`config.mk`:
```
export PLATFORM = sky130hd
export DESIGN_NAME = srb_ctrl
export DESIGN_NICKNAME = d
export VERILOG_FILES = /design/src/rtl/core/srb_pkg.sv /design/src/rtl/core/srb_ctrl.sv
export SDC_FILE = /design/constraint.sdc
export NUM_CORES = 1
export LEC_CHECK = 0
export ABC_AREA = 1
export BUFFER_PORTS_ARGS = -buffer_cell sky130_fd_sc_hd__buf_2
export CELL_PAD_IN_SITES_DETAIL_PLACEMENT = 2
export CELL_PAD_IN_SITES_GLOBAL_PLACEMENT = 2
export CORE_MARGIN = 5
export CORE_UTILIZATION = 24
export CTS_CLUSTER_SIZE = 25
export DETAILED_ROUTE_END_ITERATION = 8
export HOLD_SLACK_MARGIN = 0.1
export PLACE_DENSITY = 0.84
export SYNTH_ARGS = -nofsm -noshare
export SYNTH_HDL_FRONTEND = slang
export SYNTH_SLANG_ARGS = --single-unit
```
`constraint.sdc`:
```
create_clock -name i_clk -period 1.6 [get_ports i_clk]
set_clock_uncertainty 0.15 [all_clocks]
set_input_delay 0.24 -clock i_clk [delete_from_list [all_inputs] [get_ports i_clk]]
set_output_delay 0.24 -clock i_clk [all_outputs]
set_load 0.02 [all_outputs]
```
`src/rtl/core/srb_pkg.sv`:
```
// ----------------------------------------------------------------------------
// srb_pkg
// Shared types and constants of the stream-bypass RRIP replacement unit.
// ----------------------------------------------------------------------------
package srb_pkg;

    localparam int SET_W     = 11;
    localparam int WAY_W     = 4;
    localparam int PC_W      = 8;
    localparam int ADDR_W    = 48;
    localparam int STRIDE_W  = 49;
    localparam int SIG_W     = 6;
    localparam int SIG_ENTRIES = 64;
    localparam int AGE_W     = 2;
    localparam int CNT_W     = 2;
    localparam int CFG_W     = 2;
    localparam int CFG_IDX_W = 1;
    localparam int LFSR_W    = 16;

    localparam logic [AGE_W-1:0]  AGE_NEAR = 2'd0;
    localparam logic [AGE_W-1:0]  AGE_LONG = 2'd2;
    localparam logic [AGE_W-1:0]  AGE_MAX  = 2'd3;
    localparam logic [CNT_W-1:0]  CNT_MAX  = 2'd3;
    localparam logic [CNT_W-1:0]  CNT_INIT = 2'd1;
    localparam logic [CFG_W-1:0]  THR_INIT = 2'd2;
    localparam logic [LFSR_W-1:0] LFSR_SEED = 16'hACE1;

    typedef enum logic [CFG_IDX_W-1:0] {
        CFG_STREAM_THR = 1'b0,
        CFG_HOT_THR    = 1'b1
    } t_cfg_idx;

    typedef struct packed {
        logic clr;
        logic accept;
        logic modr;
        logic vex;
        logic ux1;
        logic ux2;
    } t_cmd;

    typedef struct packed {
        logic clr_last;
        logic set_ok;
        logic is_victim;
        logic out_free;
    } t_sts;

endpackage

```
`src/rtl/core/srb_ctrl.sv`:
```
// ----------------------------------------------------------------------------
// srb_ctrl
// Sequencer: clearing pass, set reduction, metadata read and the
// victim or update steps.
// ----------------------------------------------------------------------------
module srb_ctrl (
    input  logic           i_clk,
    input  logic           i_rst_n,
    input  logic           i_valid,
    output logic           o_ready,
    input  srb_pkg::t_sts  i_sts,
    output srb_pkg::t_cmd  o_cmd
);

    typedef enum logic [6:0] {
        S_CLR  = 7'b0000001,
        S_IDLE = 7'b0000010,
        S_MOD  = 7'b0000100,
        S_RD   = 7'b0001000,
        S_VEX  = 7'b0010000,
        S_UX1  = 7'b0100000,
        S_UX2  = 7'b1000000
    } t_state;

    t_state r_state, n_state;

    assign o_ready = (r_state == S_IDLE);

    always_comb begin
        n_state = r_state;
        o_cmd   = '0;
        unique case (r_state)
            S_CLR: begin
                o_cmd.clr = 1'b1;
                if (i_sts.clr_last) n_state = S_IDLE;
            end
            S_IDLE: begin
                if (i_valid) begin
                    o_cmd.accept = 1'b1;
                    n_state      = S_MOD;
                end
            end
            S_MOD: begin
                o_cmd.modr = 1'b1;
                if (i_sts.set_ok) n_state = S_RD;
            end
            S_RD: begin
                n_state = i_sts.is_victim ? S_VEX : S_UX1;
            end
            S_VEX: begin
                if (i_sts.out_free) begin
                    o_cmd.vex = 1'b1;
                    n_state   = S_IDLE;
                end
            end
            S_UX1: begin
                o_cmd.ux1 = 1'b1;
                n_state   = S_UX2;
            end
            S_UX2: begin
                o_cmd.ux2 = 1'b1;
                n_state   = S_IDLE;
            end
            default: n_state = S_CLR;
        endcase
    end

    always_ff @(posedge i_clk) begin
        if (!i_rst_n) r_state <= S_CLR;
        else          r_state <= n_state;
    end

endmodule

```
== Word level (Yosys, flattened, before mapping) ==
Cells that the tools add are included.

* Register bits: 7
* Input port bits: 7
* Logic and storage cells: 27

* Eq/ne operators: 11
* Mux-type cells: 14
* Reduce and logical (&&, ||, !) cells: 1

{| class="wikitable"
|+ Operator list
! operator !! number
|-
| $pmux 7 s7 || 1
|-
| $mux 7 || 4
|-
| $mux 1 || 8
|-
| $ne 2x2->1 const B || 4
|-
| $eq 7x1->1 const B || 1
|-
| $eq 7x2->1 const B || 1
|-
| $eq 7x3->1 const B || 1
|-
| $eq 7x4->1 const B || 1
|-
| $eq 7x5->1 const B || 1
|-
| $eq 7x6->1 const B || 1
|-
| $eq 7x7->1 const B || 1
|-
| $mux 6 || 1
|-
| $reduce_and 4->1 || 1
|}

== Longest topological paths before layout ==
* Depth in word-level cells: 3
* Depth in mapped cells: 9
* Gate-level depth less buffers: 9

== Worst setup path before layout ==
Ideal clock, no wire load.

* Path type: reg2out
* Start point: reg r_state[3]
* End point: out o_cmd[2] (netlist name)
* Arrival: 894 ps
* Slack: 316 ps
* Cell stages (with the launch flop): 6
* Cell sequence: dfxtp_1 inv_2 nand2_2 nor2_4 nand2_1 nor2_1

{| class="wikitable"
|+ RTL lines
! element !! line !! text
|-
| start, declared || srb_ctrl.sv:25 || <nowiki>t_state r_state, n_state;</nowiki>
|-
| start signal, assigned || srb_ctrl.sv:70 || <nowiki>else r_state <= n_state;</nowiki>
|-
| end, declared || srb_ctrl.sv:12 || <nowiki>output srb_pkg::t_cmd o_cmd</nowiki>
|}

==> flow_results.org <==
** Outcome
- Violated checks :: setup timing
- The flow ran to the end, but the final reports show violations.

** Clock network
- # clock sinks :: 7
- Depth of the CTS H-tree :: 1
- In this run, CTS created clock tree buffers numbering 3.
- In this run the deepest clock path goes through 2 buffers.
- CTS tree :: yes
- Clock-pin slew of the registers on the worst-case setup and hold paths :: 0.06 ns
- For the worst-skew pair, the clock arrives at the later sink with an insertion delay of 0.27 ns.
- Clk root buf :: clkbuf_4

** STA
- Final count of hold timing violations :: 0
- After layout, the worst setup slack is -0.07693 ns.
- RSZ-0062 raised after global routing :: true
- For this run, the top clock speed supported by timing is between 500 and 600 MHz.
- Aggregate negative setup slack :: -0.2658 ns
- Measured slew at the worst slew-check pin :: about 0.25 ns
- Final critical-path share of the clock period :: 1.048
- In this run the tightest slew margin relative to its limit is 0.8337.
- The smallest clock period supported by the final layout is computed as approximately 1.7 ns.
- Final setup violation count :: 7
- Fin. max-slew vios :: 0

** Power and ir drop
- Dividing total power by cell area gives a power density of between 900 and 1000 nW/um^2.
- The internal portion of the total power is 0.4274 mW.
- Sequential group share of total power :: 0.287
- The analysis attributes to net switching a power of ~0.31 mW.
- The share of total power dissipated in combinational logic is 0.461.
- Of the total power, the share spent switching nets is 0.4219.
- In this run the static leakage power is roughly 0.42 nW.
- Worst voltage drop across the vdd grid :: roughly 0.57 mV
- Of the total power, the clock network draws 0.252.

** Die
- Chip Height :: roughly 54 microns
- Standard cell core area :: roughly 1800 sq um
- Boundary pin count :: 14
- The die covers 2888 sq um.
- Initial Utilization :: 0.2603
- The die is ~54 microns wide.
- The floorplan has 15 rows.

** Worst setup path
- Max incr delay on CP :: between 0.3 and 0.4 ns
- The kind of cell with the highest combined delay along the critical path is simple AND/OR/NAND/NOR gates.
- Number of buffer and inverter instances along the worst setup path :: 2
- Required time worst endpoint :: approximately 1.2 ns
- STA puts the critical path data arrival time at between 1 and 1.5 ns.
- Sequence of cells on the critical path :: inv_2 -> nand2_4 -> nor2_4 -> nand2_4 -> nor2_4 -> buf_6
- CP max FO :: 4
- Type of element capturing the critical path :: output pin
- Slowest CP cell :: dfxtp_2
- Setup slack on the worst reg-to-reg path comes out at 0.03 ns.
- The setup path with the least slack is of type reg -> out.
- Critical Path Start Type :: flip-flop

** Placement
- After detailed placement, the total cell area comes to 555.5 sq um.
- PortBufs :: 13
- At the end of routability-driven placement, the weighted congestion stood at ~0.76.
- Detailed placement ended at an HPWL of between 1000 and 1500 microns.
- Placed instance count :: 110

** Yosys
- Synthesis-stage register bit count :: 7
- Post-synthesis cell area :: approximately 460 sq um
- A synthesized cell averages ~6.4 sq um.
- Sequential share of the synthesized area :: 0.3052
- The largest total area in the synthesized netlist belongs to dfxtp_1.
- Syn nets :: 79
- Post-synthesis cell type count :: 14
- Post-synthesis cell count :: 72
- In the post-synthesis netlist, the biggest area contributors are dfxtp_1, nand2_1, inv_1.
- Of the post-synthesis cell area, the dominant cell type holds 0.3052.
- Synth warn :: 0

** Route
- Dividing the detail-routed wire length by the instance count gives approximately 16 microns.
- The detailed router finished its first iteration with 3 violations.
- After detailed routing, the number of vias per cell comes to ~4.6.
- After detailed routing, the number of remaining DRC violations is 0.
- Before antenna repair, the detailed router went through 4 iterations.
- Number of vias in the routed layout :: roughly 590
- The detail route stage leaves a number of antenna-violating nets equal to 0.
- Wires add up to about 2100 microns.

** Global route
- The via count of the first global-routing pass is 655.
- Entering global routing, the biggest net connects 6 pins.
- For this run, the total global-route usage over all layers was measured as 0.1672.
- Number of antenna violations at the first check in global routing :: 0
- Total global routing overflow :: 0
- Wire length of the first global-routing pass :: approximately 3300 microns

** Layout
- Area growth, synth to finish :: 75.75%
- Area taken by multi-input logic gates :: a little over 300 sq um
- Leaving out fill and tap cells, the most frequent cells in the layout are nand2_1, buf_4, inv_2.
- The repair_antennas step left the layout with diodes totalling 0.
- r_state holds more flip-flops than any other register.
- Largest registers :: r_state: 7 flops
- Once layout is complete, the cells apart from fillers number approximately 130.
- Max reg flops :: 7
- Across the whole layout, storage elements account for approximately 150 sq um.
- Fill cells in the final layout number about 210.
- In the final design database the tool counted around 110 nets.
- Most common cell after layout, fill and taps aside :: nand2_1
- Of the cells placed in the final design, the portion with a size suffix greater than 1 is 0.6058.
- Finished Cell Area :: just over 800 sq um

** Worst hold path
- The tightest min-delay check is of the in -> reg type.

** Flow run
- Max Cap Violations :: 0
synth_stat cells:
cell type   n
nand2_1    16
inv_1      10
dfxtp_1     7
inv_2       7
nand3_1     6
nor2_1      6
nor2_2      6
nand2_2     3
a21oi_1     2
nand2_4     2
nand3b_1    2
nor2_4      2
nor3_1      2
nand4_1     1
metrics by stage:
step	power (mW)	utilization	hold slack (ns)	setup WS, ns
floorplan	0.3878	-	0.1680	0.3162
global placement	0.4484	0.3149	0.2777	0.1929
detailed placement	0.4606	0.3149	0.2826	0.1335
CTS	0.6490	0.4177	0.1523	-0.05123
global route	0.7847	0.4574	0.1858	-0.1432
finish	0.7393	0.4574	0.1620	-0.07693
final timing paths:
path	depth (start not counted)	endpoint	start
worst max-delay path	6	o_cmd[4]	r_state[5]
worst min-delay path	3	r_state[2]	i_sts[2]
worst max register to register	10	r_state[1]	r_state[5]
worst min register to register	3	r_state[5]	r_state[2]
repair_timing:
item / 4_1_cts / 5_1_grt
setup buffers: 9 / 5
hold endpoints to repair: 2 / 0
hold buffers: 2 / 0
pin swaps: 6 / 7
setup endpoints to repair: 7 / 10
resized for setup: 19 / 13
layout make-up:
type / count / share of cell area
multi-input combinational: 48 / 0.3845
timing repair buffer: 28 / 0.2837
sequential: 7 / 0.1814
inverter: 17 / 0.07907
tap: 25 / 0.03876
clock buffer: 4 / 0.03256
cell families after synthesis:
group,Yosys count,share of synthesized area
flops,7,0.3052
compound gates,2,0.02180
buf+inv,17,0.1390
simple gates,46,0.5341
per-layer routing:
layer / vias to the layer above / wire (microns) / GRT usage
met5: - / 0 / 0
met4: 0 / 35 / 0.06383
met3: 5 / 78 / 0.03047
met2: 14 / 1196 / 0.3246
met1: 289 / 781 / 0.1733
li1: 280 / - / -
power groups by stage:
stage	Combinational (mW)	Clock [mW]	Sequential (mW)
after detailed placement	0.250	0	0.211
after global placement	0.239	0	0.209
after CTS	0.277	0.164	0.207
after global routing	0.374	0.196	0.215
after floorplan	0.180	0	0.208
final	0.341	0.186	0.213
worst reg2reg max path, stage by stage (launching register included):
cell      delay, ns
dfxtp_2        0.33
inv_2          0.08
nand2_4        0.06
nor2_4         0.18
buf_12         0.15
nand3b_1       0.15
nand2_1        0.15
nor2_4         0.06
nand2_1        0.06
nand2_1        0.06
nor2_2         0.08
(Power assumes the default switching activity.)
